==> src/hw/rtl/nucleotide_key_hash_set_core_defines.svh <==
// Assertion macros for the nucleotide key hash set core.
// Included by the top level; no other dependencies.
`ifndef NUCLEOTIDE_KEY_HASH_SET_CORE_DEFINES_SVH
`define NUCLEOTIDE_KEY_HASH_SET_CORE_DEFINES_SVH
`define NKH_ASSERT_IMPL(label, clk, rst_n, ante, cons, msg) \
	label: assert property (@(posedge clk) disable iff (!rst_n) (ante) |-> (cons)) \
		else $error(msg);
`define NKH_ASSERT_NEXT(label, clk, rst_n, ante, cons, msg) \
	label: assert property (@(posedge clk) disable iff (!rst_n) (ante) |=> (cons)) \
		else $error(msg);
`endif

==> src/hw/rtl/nkh_pkg.sv <==
// Package for the nucleotide key hash set: payload types, constants, back-part states, symbol digits.
// No dependencies.
`timescale 1ns / 1ps
package nkh_pkg;
	localparam int unsigned TABLE_SLOTS_DEF = 1024;
	localparam logic [63:0] SEED_RESET = 64'd114514;
	localparam logic [63:0] GOLDEN = 64'h9e3779b97f4a7c15;
	localparam logic [63:0] MUL1 = 64'hbf58476d1ce4e5b9;
	localparam logic [63:0] MUL2 = 64'h94d049bb133111eb;
	localparam logic ACT_INSERT = 1'b0;
	localparam logic ACT_FIND = 1'b1;

	typedef struct packed {
		logic action;
		logic [7:0] symbol;
		logic last;
	} in_item_t;

	typedef struct packed {
		logic found;
		logic table_full;
	} out_item_t;

	typedef struct packed {
		logic action;
		logic [63:0] key;
	} cmd_t;

	typedef enum logic [2:0] {
		ST_IDLE, ST_MIX, ST_PROBE, ST_CHECK, ST_DONE
	} back_state_t;

	function automatic logic [2:0] sym_digit(input logic [7:0] s);
		logic [2:0] d;
		case (s)
			8'h41: d = 3'd4;
			8'h43: d = 3'd3;
			8'h47: d = 3'd2;
			default: d = 3'd1;
		endcase
		return d;
	endfunction
endpackage

==> src/hw/rtl/nkh_front.sv <==
// Front part: folds characters into the key and emits a command on the last one.
// Depends on nkh_pkg.
`timescale 1ns / 1ps
module nkh_front (
	input logic clk,
	input logic arst_n,
	input logic in_valid,
	output logic in_ready,
	input nkh_pkg::in_item_t in_data,
	output logic cmd_valid,
	input logic cmd_ready,
	output nkh_pkg::cmd_t cmd_data
);
	import nkh_pkg::*;
	logic [63:0] key_q;
	logic [63:0] sum;
	logic [63:0] next_key;
	logic accept;

	assign sum = key_q + {61'd0, sym_digit(in_data.symbol)};
	assign next_key = {sum[61:0], 2'b00} + sum;
	assign in_ready = !(in_data.last && !cmd_ready);
	assign accept = in_valid && in_ready;
	assign cmd_valid = in_valid && in_data.last;
	assign cmd_data = '{action: in_data.action, key: next_key};

	always_ff @(posedge clk or negedge arst_n) begin
		if (!arst_n) begin
			key_q <= '0;
		end else if (accept) begin
			key_q <= in_data.last ? 64'd0 : next_key;
		end
	end
endmodule

==> config.mk <==
export PLATFORM = sky130hd
export DESIGN_NAME = nkh_front
export DESIGN_NICKNAME = d
export VERILOG_FILES = /design/src/hw/rtl/nucleotide_key_hash_set_core_defines.svh /design/src/hw/rtl/nkh_pkg.sv /design/src/hw/rtl/nkh_front.sv
export SDC_FILE = /design/constraint.sdc
export NUM_CORES = 1
export LEC_CHECK = 0
export BUFFER_PORTS_ARGS = -buffer_cell sky130_fd_sc_hd__buf_4
export CAP_MARGIN = 0
export CORE_MARGIN = 10
export CORE_UTILIZATION = 40
export CTS_BUF_LIST = sky130_fd_sc_hd__clkbuf_16
export CTS_CLUSTER_SIZE = 14
export DETAILED_ROUTE_END_ITERATION = 8
export GPL_ROUTABILITY_DRIVEN = 0
export HOLD_SLACK_MARGIN = 0.03
export SYNTH_ARGS = -nofsm -noshare
export SYNTH_HDL_FRONTEND = slang
export SYNTH_SLANG_ARGS = --single-unit
==> constraint.sdc <==
create_clock -name clk -period 13.1 [get_ports clk]
set_input_delay 3.275 -clock clk [delete_from_list [all_inputs] [get_ports clk]]
set_output_delay 3.275 -clock clk [all_outputs]
set_load 0.01 [all_outputs]
==> results.cfg <==
[sta]
fin_skew_ps = 14.1
timing_hold_violations_final = 0
period_share_pct = 95.8
max_clock_freq_mhz = 79.7
finalMaxSlewViolations = 0
rsz0062_at_grt = false
timing.final.crit_period_ps = 12550
finalSetupViolCount = 0
max_slew_margin_pct = 41.9
timing_worst_slew_pin_value_ps = 872
final.setup.tns_ps = 0

[place]
placement.cell_area_um2 = 8650
hpwl_mm = 19.2
numPortBuffers = 78

[grt]
grt_pass1_vias = 7450
grt_max_degree = 67
grt.overflow.total = 0
globalRouteTotalUtil_pct = 18.6
antenna_found_initial = 0
global_route_wire_length_before_repair_mm = 39.8

[layout]
reg.largest.list = key_q x64
area_delta_synth_final_pct = 14.1
final_cell_area_um2 = 9000
drive_gt1_share_pct = 12.9
antenna_diode_count = 0
registers.top_by_ff_count = key_q
final_net_count = 1133
largest_reg_flops = 64

[die]
fp.dieW_um = 160
die-height_um = 160
core_area_um2 = 19500
start_util_pct = 40.5
std_cell_rows = 51
fp.dieArea_um2 = 25700
ioPinCount = 81

[yosys]
yosysWarnings = 0
synth_seq_area_share_pct = 20.3
synth_top_cell_area_share_pct = 20.3
synthesis.area_per_instance_um2 = 7.86
synthDistinctLibCells = 82
synth_largest_area_cell = sky130_fd_sc_hd__dfrtp_1
syn_area_um2 = 7890
synth_edf_count = 0
synth_fp_nets = 1084
synth_commonest_cells = sky130_fd_sc_hd__nand2_1 (108), sky130_fd_sc_hd__a21oi_1 (81), sky130_fd_sc_hd__xnor2_1 (78), sky130_fd_sc_hd__nor2_1 (77)
ys_ff_latch = 64
post_synth_main_area_contributors = sky130_fd_sc_hd__dfrtp_1 (20%), sky130_fd_sc_hd__ha_1 (10%), sky130_fd_sc_hd__xnor2_1 (8.7%)
synth.most_common_cell = sky130_fd_sc_hd__nand2_1
synthesis.instances = 1004
most_used_flip_flop_cell_after_synthesis = sky130_fd_sc_hd__dfrtp_1
synthArstFlopShare_pct = 100

[cts]
clock_buffer_count_from_cts = 9
cts.sink_count = 64
postCtsSetupRepairBufs = 0
cts_tree = yes
ctsResizeCount = 0
cts_hold_repair.buffers = 0
max-clock-path-buffers = 2
insertion_delay_ps = 360
ctsRootBufferMaster = sky130_fd_sc_hd__clkbuf_16
cts-htree-levels = 3
path_clk_slew_ps = 60

[power]
peakVddDrop_v = 0.000122
total_leakage_power_nw = 4.23
power.density_nw_per_um2 = 162

[setup_path]
setup.worst_path.start_class = input port
timing.critical_path.fanout_max = 9
criticalPathCategory = input port to primary output
worstSetupEndpointType = primary output
critical_path_arrival_ps = 9280
critPathRequiredTime_ps = 9820

[routing]
post_route_antenna_net_violation_count = 0
drc_errors = 0
highest_signal_layer_in_the_routed_design = met4
vias = 7803
met2_wirelength_mm = 11.6
vias_per_cell = 5.90
dr_wl_met3_mm = 1.37
drt_pre_antenna_iters = 5
wl_met1_mm = 11.4
wl_mm = 24.8
wl_per_cell_um = 18.7
initialDrtViolationCount = 663

[hold_path]
worstHoldPathType = register to register

[run]
max_cap_violations = 0

[outcome]
run_status = finished clean
[stage by stage]
step	power (mW)	std cells	worst slack (ps)	hold WS (ps)	utilization, %
2_1_floorplan	0.858	1004	1500	445	-
3_3_place_gp	1.17	1307	719	459	44.5
3_5_place_dp	1.17	1307	638	473	44.5
4_1_cts	1.47	1323	607	488	46.2
5_1_grt	1.56	1323	37.0	518	46.3
6_report	1.46	1323	549	479	46.3
[critical path: stages]
cell                        delay [ps]
sky130_fd_sc_hd__buf_4             100
sky130_fd_sc_hd__or4b_2            650
sky130_fd_sc_hd__nor3b_1           320
sky130_fd_sc_hd__nand2_1           160
sky130_fd_sc_hd__fa_1              460
sky130_fd_sc_hd__nand2b_1          220
sky130_fd_sc_hd__a21oi_1           250
sky130_fd_sc_hd__nand2_1           130
sky130_fd_sc_hd__nor3_1            340
sky130_fd_sc_hd__nor3b_1           340
sky130_fd_sc_hd__nand3_1           180
sky130_fd_sc_hd__nor2_1            160
sky130_fd_sc_hd__xor2_1            220
sky130_fd_sc_hd__ha_1              370
sky130_fd_sc_hd__a21oi_1           260
sky130_fd_sc_hd__o21a_1            180
sky130_fd_sc_hd__a21boi_0          190
sky130_fd_sc_hd__o21bai_1           90
sky130_fd_sc_hd__a21oi_1           210
sky130_fd_sc_hd__o21ai_0           170
sky130_fd_sc_hd__a2111oi_0         440
sky130_fd_sc_hd__o21bai_1          140
sky130_fd_sc_hd__xnor2_1           240
sky130_fd_sc_hd__buf_4             170
[area by class of cell]
class	instances	area, um2
Clock buffer	9	225
Timing Repair Buffer	84	631
Sequential cell	64	1600
Clock inverter	7	120
Tap cell	265	332
Fill cell	1942	10500
Multi-Input combinational cell	857	5960
Inverter	37	139
[layer usage]
layer / vias to the layer above / GRT usage (%)
met2: 235 / 30.7
met4: 0 / 4.84
li1: 3800 / -
met5: - / 0
met1: 3748 / 24.7
met3: 20 / 2.94
[cells by family after synthesis]
| group | share of synthesized area (%) |
|---|---|
| flops | 20.3 |
| compound gates | 27.0 |
| mux | 0.682 |
| fa+ha+maj | 10.7 |
| xor+xnor | 13.1 |
| buf+inv | 4.38 |
| simple gates | 23.9 |
[report_power, final]
group,internal (mW),switching (mW)
clock,0.186,0.108
sequential,0.247,0.0659
combinational,0.366,0.485
[cell usage in the layout (no fill, tap or decap), drive strengths merged, types with 4 or more instances in the layout]
cell      Yosys  routed
or2           8       8
nand2b       12      12
and4          7       7
a21o         25      25
inv          37      37
a31oi         5       5
o31ai         6       6
nor2         77      77
nand2       108     108
a211oi       10      10
or3           6       6
a22oi         4       4
o211ai        6       6
nand4        38      38
clkinvlp      0       4
a2111oi       4       4
buf          19      84
a21oi        84      84
xnor2        78      78
and3         18      18
mux2i         5       5
nand3        40      40
o21a         12      12
a21boi        4       4
xor2         39      39
nor3         20      20
nor2b         4       4
ha           64      64
clkbuf       27       9
nor3b         4       4
nor4          4       4
dfrtp        64      64
a22o         49      49
and2         11      11
o21ai        46      46
o21bai       19      19
[path summary, 6_finish.rpt]
| path | cells after the start | slack [ps] | start | endpoint |
|---|---|---|---|---|
| worst min register to register | 2 | 480 | key_q[2] | key_q[2] |
| worst min-delay path | 2 | 480 | key_q[2] | key_q[2] |
| worst max register to register | 21 | 7850 | key_q[0] | key_q[61] |
| worst max-delay path | 24 | 550 | in_data[6] | cmd_data[63] |
| min in group asynchronous | 1 | 3030 | arst_n | key_q[1] |
| max in group asynchronous | 1 | 9480 | arst_n | key_q[10] |
Note: power is estimated with default switching activity, not from simulation.
