`src/hw/rtl/nucleotide_key_hash_set_core_defines.svh`:
```
// Assertion macros for the nucleotide key hash set core.
// Included by the top level; no other dependencies.
`ifndef NUCLEOTIDE_KEY_HASH_SET_CORE_DEFINES_SVH
`define NUCLEOTIDE_KEY_HASH_SET_CORE_DEFINES_SVH
`define NKH_ASSERT_IMPL(label, clk, rst_n, ante, cons, msg) \
	label: assert property (@(posedge clk) disable iff (!rst_n) (ante) |-> (cons)) \
		else $error(msg);
`define NKH_ASSERT_NEXT(label, clk, rst_n, ante, cons, msg) \
	label: assert property (@(posedge clk) disable iff (!rst_n) (ante) |=> (cons)) \
		else $error(msg);
`endif

```
`src/hw/rtl/nkh_pkg.sv`:
```
// Package for the nucleotide key hash set: payload types, constants, back-part states, symbol digits.
// No dependencies.
`timescale 1ns / 1ps
package nkh_pkg;
	localparam int unsigned TABLE_SLOTS_DEF = 1024;
	localparam logic [63:0] SEED_RESET = 64'd114514;
	localparam logic [63:0] GOLDEN = 64'h9e3779b97f4a7c15;
	localparam logic [63:0] MUL1 = 64'hbf58476d1ce4e5b9;
	localparam logic [63:0] MUL2 = 64'h94d049bb133111eb;
	localparam logic ACT_INSERT = 1'b0;
	localparam logic ACT_FIND = 1'b1;

	typedef struct packed {
		logic action;
		logic [7:0] symbol;
		logic last;
	} in_item_t;

	typedef struct packed {
		logic found;
		logic table_full;
	} out_item_t;

	typedef struct packed {
		logic action;
		logic [63:0] key;
	} cmd_t;

	typedef enum logic [2:0] {
		ST_IDLE, ST_MIX, ST_PROBE, ST_CHECK, ST_DONE
	} back_state_t;

	function automatic logic [2:0] sym_digit(input logic [7:0] s);
		logic [2:0] d;
		case (s)
			8'h41: d = 3'd4;
			8'h43: d = 3'd3;
			8'h47: d = 3'd2;
			default: d = 3'd1;
		endcase
		return d;
	endfunction
endpackage

```
`src/hw/rtl/nkh_queue.sv`:
```
// Two-entry command queue between front and back.
// Depends on nkh_pkg.
`timescale 1ns / 1ps
module nkh_queue (
	input logic clk,
	input logic arst_n,
	input logic wr_valid,
	output logic wr_ready,
	input nkh_pkg::cmd_t wr_data,
	output logic rd_valid,
	input logic rd_ready,
	output nkh_pkg::cmd_t rd_data
);
	import nkh_pkg::*;
	cmd_t mem_q [2];
	logic wp_q, rp_q;
	logic [1:0] cnt_q;
	logic wr, rd;

	assign wr_ready = cnt_q != 2'd2;
	assign rd_valid = cnt_q != 2'd0;
	assign rd_data = mem_q[rp_q];
	assign wr = wr_valid && wr_ready;
	assign rd = rd_valid && rd_ready;

	always_ff @(posedge clk) begin
		if (wr) begin
			mem_q[wp_q] <= wr_data;
		end
	end

	always_ff @(posedge clk or negedge arst_n) begin
		if (!arst_n) begin
			wp_q <= 1'b0;
			rp_q <= 1'b0;
			cnt_q <= '0;
		end else begin
			if (wr) wp_q <= !wp_q;
			if (rd) rp_q <= !rp_q;
			cnt_q <= cnt_q + {1'b0, wr} - {1'b0, rd};
		end
	end
endmodule

```
`config.mk`:
```
export PLATFORM = sky130hd
export DESIGN_NAME = nkh_queue
export DESIGN_NICKNAME = d
export VERILOG_FILES = /design/src/hw/rtl/nucleotide_key_hash_set_core_defines.svh /design/src/hw/rtl/nkh_pkg.sv /design/src/hw/rtl/nkh_queue.sv
export SDC_FILE = /design/constraint.sdc
export NUM_CORES = 1
export LEC_CHECK = 0
export BUFFER_PORTS_ARGS = -buffer_cell sky130_fd_sc_hd__buf_2
export CAP_MARGIN = 5
export CORE_MARGIN = 2
export CORE_UTILIZATION = 52
export CTS_CLUSTER_SIZE = 40
export DETAILED_ROUTE_END_ITERATION = 8
export PLACE_DENSITY_LB_ADDON = 0.12
export SLEW_MARGIN = 15
export SYNTH_ARGS = -nofsm -noshare
export SYNTH_HDL_FRONTEND = slang
export SYNTH_SLANG_ARGS = --single-unit
```
`constraint.sdc`:
```
create_clock -name clk -period 4.3 [get_ports clk]
set_input_delay 0.43 -clock clk [delete_from_list [all_inputs] [get_ports clk]]
set_output_delay 0.43 -clock clk [all_outputs]
set_load 0.05 [all_outputs]
```
==> results of run 1 <==
==> report_power, final <==
| part | total (mW) | internal [mW] | switching (mW) |
|---|---|---|---|
| sequential | 1.88 | 1.79 | 0.0964 |
| combinational | 2.05 | 0.564 | 1.49 |
| clock | 1.44 | 0.934 | 0.505 |
| total | 5.37 | 3.29 | 2.09 |
==> synth_stat cells <==
master	count	area (um^2)
a311oi_1	1	8.76
and3_2	1	7.51
buf_2	2	10.0
buf_4	1	7.51
buf_6	4	45.0
dfrtp_1	4	100
edfxtp_1	130	3900
ha_1	1	12.5
mux2_2	65	732
nand2_1	2	7.51
nand2b_1	1	6.26
nand3_1	1	5.00
nor2_1	3	11.3
nor2b_1	1	6.26
nor4bb_1	1	10.0
o21ai_0	1	5.00
o21ba_2	1	10.0
or2_2	1	6.26
xnor2_1	3	26.3
==> layout make-up <==
type / instances / area share (%)
sequential: 134 / 63.2
multi-input combinational: 83 / 13.6
timing repair buffer: 140 / 11.5
clock buffer: 18 / 6.60
clock inverter: 13 / 2.85
tap: 111 / 2.19
==> per-stage QoR <==
stage	hold slack [ps]	cells	area, um^2	setup WS [ps]	utilization [%]
floorplan	134	224	4920	44.8	-
global placement	245	467	5720	2180	62.2
detailed placement	239	467	5720	2150	62.2
CTS	85.1	499	6330	1650	68.9
global route	83.3	499	6330	1600	68.9
finish	106	499	6330	1710	68.9
==> layer usage <==
layer | vias to the layer above | track usage [%] | wire, um
li1 | 1198 | - | -
met1 | 1239 | 18.7 | 3280
met2 | 98 | 26.3 | 4120
met3 | 11 | 6.56 | 660
met4 | 0 | 8.42 | 140
met5 | - | 0 | 0
==> final timing paths <==
check                            start           end  slack [ps]  cells after the start
setup reg to reg              cnt_q[0]   mem_q[1][8]        2190                      3
setup / recovery                  rp_q   rd_data[52]        1710                      3
max in group asynchronous       arst_n          rp_q        3910                      2
hold / removal             wr_data[62]  mem_q[0][62]         110                      1
hold reg to reg                   wp_q          wp_q         550                      1
min in group asynchronous       arst_n      cnt_q[0]         260                      2
==> cell families after synthesis <==
group / after synthesis
mux: 65
flops: 134
buf+inv: 7
xor+xnor: 3
simple gates: 11
fa+ha+maj: 1
compound gates: 3
==> placed cells by master, fill, tap and decap left out, types with 2 or more instances in the layout <==
cell / n
nand2_1: 2
nor2_1: 2
clkinvlp_4: 4
buf_2: 135
clkbuf_16: 16
bufinv_16: 4
mux2_2: 65
dfrtp_1: 3
xnor2_1: 3
edfxtp_1: 130
buf_4: 3
clkinv_1: 2
==> flip-flops by register name, summed over array words and instances, names as in the netlist <==
signal / flops
rp_q: 1
wp_q: 1
cnt_q: 2
mem_q: 130
==> what timing repair did <==
action                     4_1_cts  5_1_grt
setup buffers                    0        0
setup endpoints to repair        0        0
hold endpoints to repair         4        0
hold buffers                     1        0
==> flow_summary.json, run 1 <==
{
  "status": "finished clean",
  "grt_max_degree": 47,
  "clockBufferDepth": 2,
  "critical_path.top_delay_family": "buffers and inverters",
  "grt_pass1_vias": 2566,
  "seq_area_frac_synth_pct": 81.4,
  "synth_cells": 224,
  "required_ps": 3870,
  "rows": 35,
  "cts-root-buf": "clkbuf_8",
  "routed_via_density": 5.10,
  "nNetsFinal": 446,
  "min_period_ps": 2590,
  "crit_chain": "buf_4 -> mux2_2 -> buf_2",
  "synth_cell_types": 19,
  "relSlewSlack_pct": 36.5,
  "slowest_delay_ps": 560,
  "synth_mux_area_share_pct": 14.9,
  "ff_latch_area_mm2": 0.00401,
  "holdCritPathClass": "in2reg",
  "multi_input_area_um2": 862,
  "start_util_pct": 53.5,
  "max-cap-violations": 0,
  "diodes": 0,
  "antenna_found_initial": 0,
  "finalHoldViolCount": 0,
  "ys_ff_latch": 134,
  "finalPower_mw": 5.37,
  "clk_latency_ps": 510,
  "synth_compound_area_share_pct": 0.483,
  "die_h_um": 101,
  "fillers": 646,
  "drv_slew": 0,
  "synthAdderAreaFrac_pct": 0.254,
  "layout-drive-gt1-share_pct": 61.1,
  "drc": 0,
  "grt_pass1_wl_mm": 12.0,
  "dp_hpwl_mm": 5.32,
  "vias": 2546,
  "syn_area_mm2": 0.00492,
  "yosys_warnings": 0,
  "fp.dieArea_mm2": 0.0103,
  "ir_drop_mv": 0.473,
  "detail_route.wl_per_cell_um": 16.4,
  "grt_setup_unrepaired": "false",
  "wl_mm": 8.20,
  "cp_num_buf_inv": 2,
  "drt-initial-drc-count": 86,
  "antenna_violating_nets_post_route": 0,
  "cp-start-kind": "flop",
  "die_w_um": 101,
  "area_growth_pct": 28.7,
  "path_class": "reg2out",
  "synth-xor-area-share_pct": 0.534,
  "fin_setup_tns_ps": 0,
  "clk_pin_slew_ps": 60,
  "setup_viol": 0,
  "clock_sinks": 134,
  "skew_ps": 7.89,
  "yosys.area_share.simple_pct": 1.22,
  "achievable-frequency_ghz": 0.387,
  "final.period_utilization_pct": 60.1,
  "portBuffers": 135,
  "avgSynthCellArea_um2": 22.0,
  "cp-end-kind": "primary output",
  "powerDensity_mw_per_mm2": 848,
  "crit_fanout": 32,
  "cp_slowest_cell": "dfrtp_2",
  "synth_nets": 294,
  "gp_congestion": 0.693,
  "coreArea_mm2": 0.00920,
  "tightest_slew_ps": 949,
  "grt_use_total_pct": 16.2,
  "cts_resized": 0,
  "tritoncts": "done",
  "crit_arrival_ps": 2160,
  "synth_top_family_by_area": "multiplexers",
  "boundaryPins": 136,
  "htreeDepth": 4,
  "drtPass1Iterations": 4,
  "leakage_nw": 2.39,
  "grt-ovfl-total": 0,
  "cts_made_buffers": 17
}
No activity file was read; power rests on OpenSTA's default activity.
==> run 2, diff against run 1 <==
Settings changed: CORE_UTILIZATION 52 to 47.
Clock period 4.3 ns to 2.3 ns, I/O delays scaled along.
==> flow_summary.json, run 2 (same netlist as run 1, synthesis figures left out) <==
{
  "status": "finished clean",
  "detailedPlace.worstSlack_ps": 647,
  "dp_hpwl_mm": 5.24,
  "p_int_mw": 6.08,
  "die_w_um": 106,
  "required_ps": 2070,
  "clockBufferDepth": 2,
  "setup_viol": 0,
  "p_sw_mw": 3.86,
  "cts_made_buffers": 17,
  "diodes": 0,
  "finalHoldViolCount": 0,
  "power_frac_comb_pct": 40.3,
  "clock_sinks": 134,
  "grt-ovfl-total": 0,
  "r2r_cells": 4,
  "drc": 0,
  "path_class": "reg2out",
  "rows": 37,
  "switching_share_pct": 38.8,
  "wl_met1_mm": 3.58,
  "wl_mm": 8.67,
  "critical_path.top_delay_family": "buffers and inverters",
  "wl_met2_mm": 4.39,
  "cts-root-buf": "clkbuf_8",
  "rr_endpoint": "mem_q[0][9]",
  "slowest_delay_ps": 420,
  "pwr-share-clk_pct": 24.8,
  "clk_latency_ps": 510,
  "crit_fanout": 37,
  "grt_pass1_vias": 2867,
  "routed_via_density": 4.71,
  "top_regs": "mem_q: 130 flops, cnt_q: 2 flops",
  "r2r_start": "cnt_q[0]",
  "skew_ps": 5.78,
  "final_area_mm2": 0.00699,
  "die_h_um": 106,
  "fin_setup_tns_ps": 0,
  "drv_slew": 0,
  "cp_slowest_cell": "buf_4",
  "holdCritPathClass": "in2async",
  "crit_arrival_ps": 1920,
  "endpoint": "rd_data[64]",
  "detail_route.wl_per_cell_um": 14.6,
  "antenna_found_initial": 0,
  "drt-initial-drc-count": 82,
  "mostFrequentLayoutCells": "135 x buf_2, 130 x edfxtp_1, 67 x dlygate4sd3_1",
  "final_common_cell": "buf_2",
  "start_util_pct": 48.1,
  "grt_max_degree": 41,
  "achievable-frequency_ghz": 0.464,
  "ir_drop_mv": 0.746,
  "antenna_violating_nets_post_route": 0,
  "fp.dieArea_mm2": 0.0113,
  "fin_ws_ps": 146,
  "drtPass1Iterations": 5,
  "top_register": "mem_q",
  "tritoncts": "done",
  "min_period_ps": 2150,
  "top_layer": "met4",
  "portBuffers": 135,
  "wl_met3_um": 529,
  "powerDensity_mw_per_mm2": 1420,
  "cp-start-kind": "flop",
  "htreeDepth": 4,
  "gp_congestion": 0.724,
  "area_growth_pct": 42.0,
  "leakage_nw": 2.67,
  "layout-drive-gt1-share_pct": 51.4,
  "coreArea_mm2": 0.0102,
  "r2r_slack_ps": 750,
  "crit_start": "rp_q",
  "boundaryPins": 136,
  "seq_power_share_pct": 35.0,
  "grt_pass1_wl_mm": 13.6,
  "path_depth": 3,
  "largest_register_ffs": 130,
  "final.period_utilization_pct": 93.6,
  "cp_num_buf_inv": 2,
  "relSlewSlack_pct": 66.7,
  "grt_use_total_pct": 16.2,
  "vias": 2792,
  "dpl_cell_area_mm2": 0.00577,
  "clk_pin_slew_ps": 50,
  "cp-end-kind": "primary output",
  "crit_chain": "buf_4 -> mux2_2 -> buf_2",
  "max-cap-violations": 0,
  "grt_setup_unrepaired": "false",
  "tightest_slew_ps": 500,
  "nNetsFinal": 514,
  "finalPower_mw": 9.94
}
[run 2: changes by cell type in the layout (fill, tap and decap cells not counted), moves of 2 or more]
cell,previous run,this run
clkbuf_1,1,8
dlygate4sd3_1,1,67
clkbuf_8,1,3
clkinvlp_4,4,0
bufinv_16,4,2
buf_4,3,5
[run 2: stage by stage]
stage | std cells | util [%] | hold WS, ps
after floorplan | 224 | - | -65.6
after global placement | 494 | 56.4 | 42.3
after detailed placement | 494 | 56.4 | 44.8
after CTS | 593 | 68.3 | 34.2
after global routing | 593 | 68.3 | 36.2
final | 593 | 68.3 | 53.4
[run 2: cell type report]
cell class / instances / area [um^2]
multi-input combinational: 83 / 865
sequential: 134 / 4010
clock buffer: 27 / 472
tap: 136 / 170
timing repair buffer: 208 / 1400
clock inverter: 5 / 73.8
fill: 717 / 3240
[run 2: layer usage]
layer  vias to the layer above  global-route usage, %
met5                         -                      0
met4                         0                   9.02
met3                        17                   5.52
met2                        95                   26.5
met1                      1344                   18.8
li1                       1336                      -
[run 2: power by group through the flow]
stage	combinational [mW]	sequential (mW)	clock [mW]
detailed placement	3.95	3.53	0
finish	4.00	3.48	2.46
CTS	4.05	3.48	2.53
global placement	3.95	3.50	0
global route	4.21	3.52	2.62
floorplan	3.18	3.50	0
[run 2: how the worst min path moves through the flow]
stage,start,to,depth (start not counted)
floorplan,arst_n,cnt_q[0],0
global placement,arst_n,cnt_q[0],1
detailed placement,arst_n,cnt_q[0],1
CTS,arst_n,cnt_q[0],2
global route,arst_n,cnt_q[0],2
finish,arst_n,cnt_q[0],2
[run 2: repair_timing]
item	CTS	global route
hold buffers	67	0
hold endpoints to repair	135	0
setup buffers	0	0
gates resized for setup	0	0
[run 2: worst reg2reg max path, delay by kind of cell, from the launching register on]
kind | cells | cell delay, ps
simple gates | 3 | 450
buf+inv | 1 | 350
flops | 1 | 410
==> run 3, diff against run 2 <==
Settings changed: ABC_AREA from default to 1, GPL_TIMING_DRIVEN from default to 1.
==> flow_summary.json, run 3 <==
{
  "top_regs": "mem_q: 130 flops, cnt_q: 2 flops",
  "finalHoldViolCount": 0,
  "rows": 37,
  "synthTopCellsByArea": "edfxtp_1 79%, nand2_1 15%, dfrtp_1 2.0%",
  "coreArea_mm2": 0.0103,
  "crit_fanout": 23,
  "antenna_found_initial": 0,
  "final_common_cell": "nand2_1",
  "synth_area_leader_cell": "edfxtp_1",
  "grt_setup_unrepaired": "false",
  "grt-ovfl-total": 0,
  "synth_nets": 441,
  "clk_pin_slew_ps": 60,
  "powerDensity_mw_per_mm2": 1510,
  "die_h_um": 107,
  "final.period_utilization_pct": 93.0,
  "start_util_pct": 48.4,
  "status": "finished clean",
  "boundaryPins": 136,
  "die_w_um": 107,
  "yosys.area_share.simple_pct": 16.0,
  "synthArstFlopShare_pct": 2.99,
  "synth_compound_area_share_pct": 0.201,
  "largest_register_ffs": 130,
  "synth_top_flop_cell": "edfxtp_1",
  "layout-drive-gt1-share_pct": 29.2,
  "min_period_ps": 2140,
  "multi_input_area_um2": 848,
  "setup_viol": 0,
  "cp-start-kind": "flop",
  "grt_pass1_vias": 3526,
  "top_register": "mem_q",
  "achievable-frequency_ghz": 0.468,
  "htreeDepth": 4,
  "diodes": 0,
  "yosys_warnings": 0,
  "cp-end-kind": "primary output",
  "ff_latch_area_mm2": 0.00401,
  "antenna_violating_nets_post_route": 0,
  "detail_route.wl_per_cell_um": 14.5,
  "vias": 3459,
  "synth_top_family_by_area": "simple AND/OR/NAND/NOR gates",
  "clk_latency_ps": 510,
  "synth_top_area_share_pct": 78.5,
  "drc": 0,
  "relSlewSlack_pct": 66.0,
  "required_ps": 2070,
  "grt_pass1_wl_mm": 17.1,
  "ys_ff_latch": 134,
  "synth_common_cells": "204 x nand2_1, 130 x edfxtp_1, 7 x buf_4, 7 x inv_1, 5 x nor2_1",
  "synth_cells": 371,
  "mostFrequentLayoutCells": "203 x nand2_1, 135 x buf_2, 130 x edfxtp_1",
  "max-cap-violations": 0,
  "tightest_slew_ps": 511,
  "drv_slew": 0,
  "fillers": 785,
  "synth-xor-area-share_pct": 0.176,
  "cts-root-buf": "clkbuf_8",
  "syn_area_mm2": 0.00497,
  "portBuffers": 135,
  "dp_hpwl_mm": 6.20,
  "grt_use_total_pct": 20.0,
  "holdCritPathClass": "in2async",
  "synth_most_common_cell": "nand2_1",
  "fp.dieArea_mm2": 0.0114,
  "seq_area_frac_synth_pct": 80.5,
  "synth_cell_types": 15,
  "cts_made_buffers": 17,
  "detailedPlace.worstSlack_ps": 627,
  "nNetsFinal": 656,
  "skew_ps": 5.73,
  "drt-initial-drc-count": 200,
  "tritoncts": "done",
  "synthAdderAreaFrac_pct": 0.252,
  "leakage_nw": 3.08,
  "area_growth_pct": 42.1,
  "clockBufferDepth": 2,
  "avgSynthCellArea_um2": 13.4,
  "clock_sinks": 134,
  "synth_mux_area_share_pct": 0,
  "fin_ws_ps": 162,
  "wl_mm": 10.7,
  "grt_max_degree": 66,
  "drtPass1Iterations": 4,
  "path_class": "reg2out",
  "crit_arrival_ps": 1910,
  "fin_setup_tns_ps": 0,
  "gp_congestion": 0.744,
  "synth_edf_count": 130,
  "ir_drop_mv": 0.973,
  "routed_via_density": 4.71
}
-- run 3: cell types whose count changed in the layout (fill, tap and decap cells not counted), moves of 3 or more --
cell,previous run,this run
xnor2_1,3,0
clkbuf_1,8,3
mux2_2,65,0
nand2_1,2,203
clkinv_2,2,6
inv_1,0,7
-- run 3: path summary, 6_finish.rpt --
path / startpoint / endpoint / slack, ps / cells after the start
min: arst_n / cnt_q[0] / 70 / 2
max: rp_q / rd_data[5] / 160 / 5
max in group asynchronous: arst_n / rp_q / 2090 / 2
min reg2reg: cnt_q[0] / cnt_q[0] / 570 / 1
max reg2reg: cnt_q[1] / mem_q[1][37] / 610 / 4
min in group clk: rd_ready / cnt_q[1] / 90 / 5
-- run 3: timing repair --
item | in CTS | in global routing
hold buffers | 67 | 0
setup buffers | 0 | 0
endpoints found under the setup margin | 0 | 29
hold endpoints to repair | 135 | 0
resized for setup | 0 | 1
-- run 3: cells by family after synthesis --
family | count (synthesis)
adders and majority gates | 1
xor gates and xnor gates | 1
buffers and inverters | 22
AOI/OAI and AO/OA | 2
and+or+nand+nor | 211
DFF | 134
-- run 3: per-stage QoR --
stage,cells,hold slack [ps],instance area (um^2),util [%],power [mW]
detailed placement,636,46.1,5830,56.7,8.12
finish,735,68.9,7060,68.7,10.7
global route,735,59.9,7060,68.7,11.2
global placement,636,46.1,5830,56.7,8.08
CTS,735,23.0,7060,68.7,10.8
floorplan,371,-65.6,4990,-,7.04
-- run 3: critical path, stage by stage (launching register included) --
cell and delay, ps:
dfrtp_2 410, inv_2 350, buf_12 230, nand2_1 70
nand2_1 70, buf_2 260
-- run 3: final cells by class --
type	instances	share of cell area, %
multi-input combinational	215	12.0
clock buffer	20	6.02
inverter	8	0.425
timing repair buffer	210	20.5
clock inverter	12	1.91
sequential	134	56.7
tap	136	2.41
-- run 3: routing by layer --
| layer | wire length, um | up-vias | track usage [%] |
|---|---|---|---|
| met2 | 5400 | 104 | 33.0 |
| li1 | - | 1680 | - |
| met3 | 541 | 13 | 5.71 |
| met1 | 4640 | 1662 | 25.4 |
| met4 | 99 | 0 | 7.24 |
| met5 | 0 | - | 0 |
-- run 3: where the power goes --
part	internal, mW	switching, mW
clock network	1.63	0.934
logic	0.986	3.66
registers	3.33	0.152
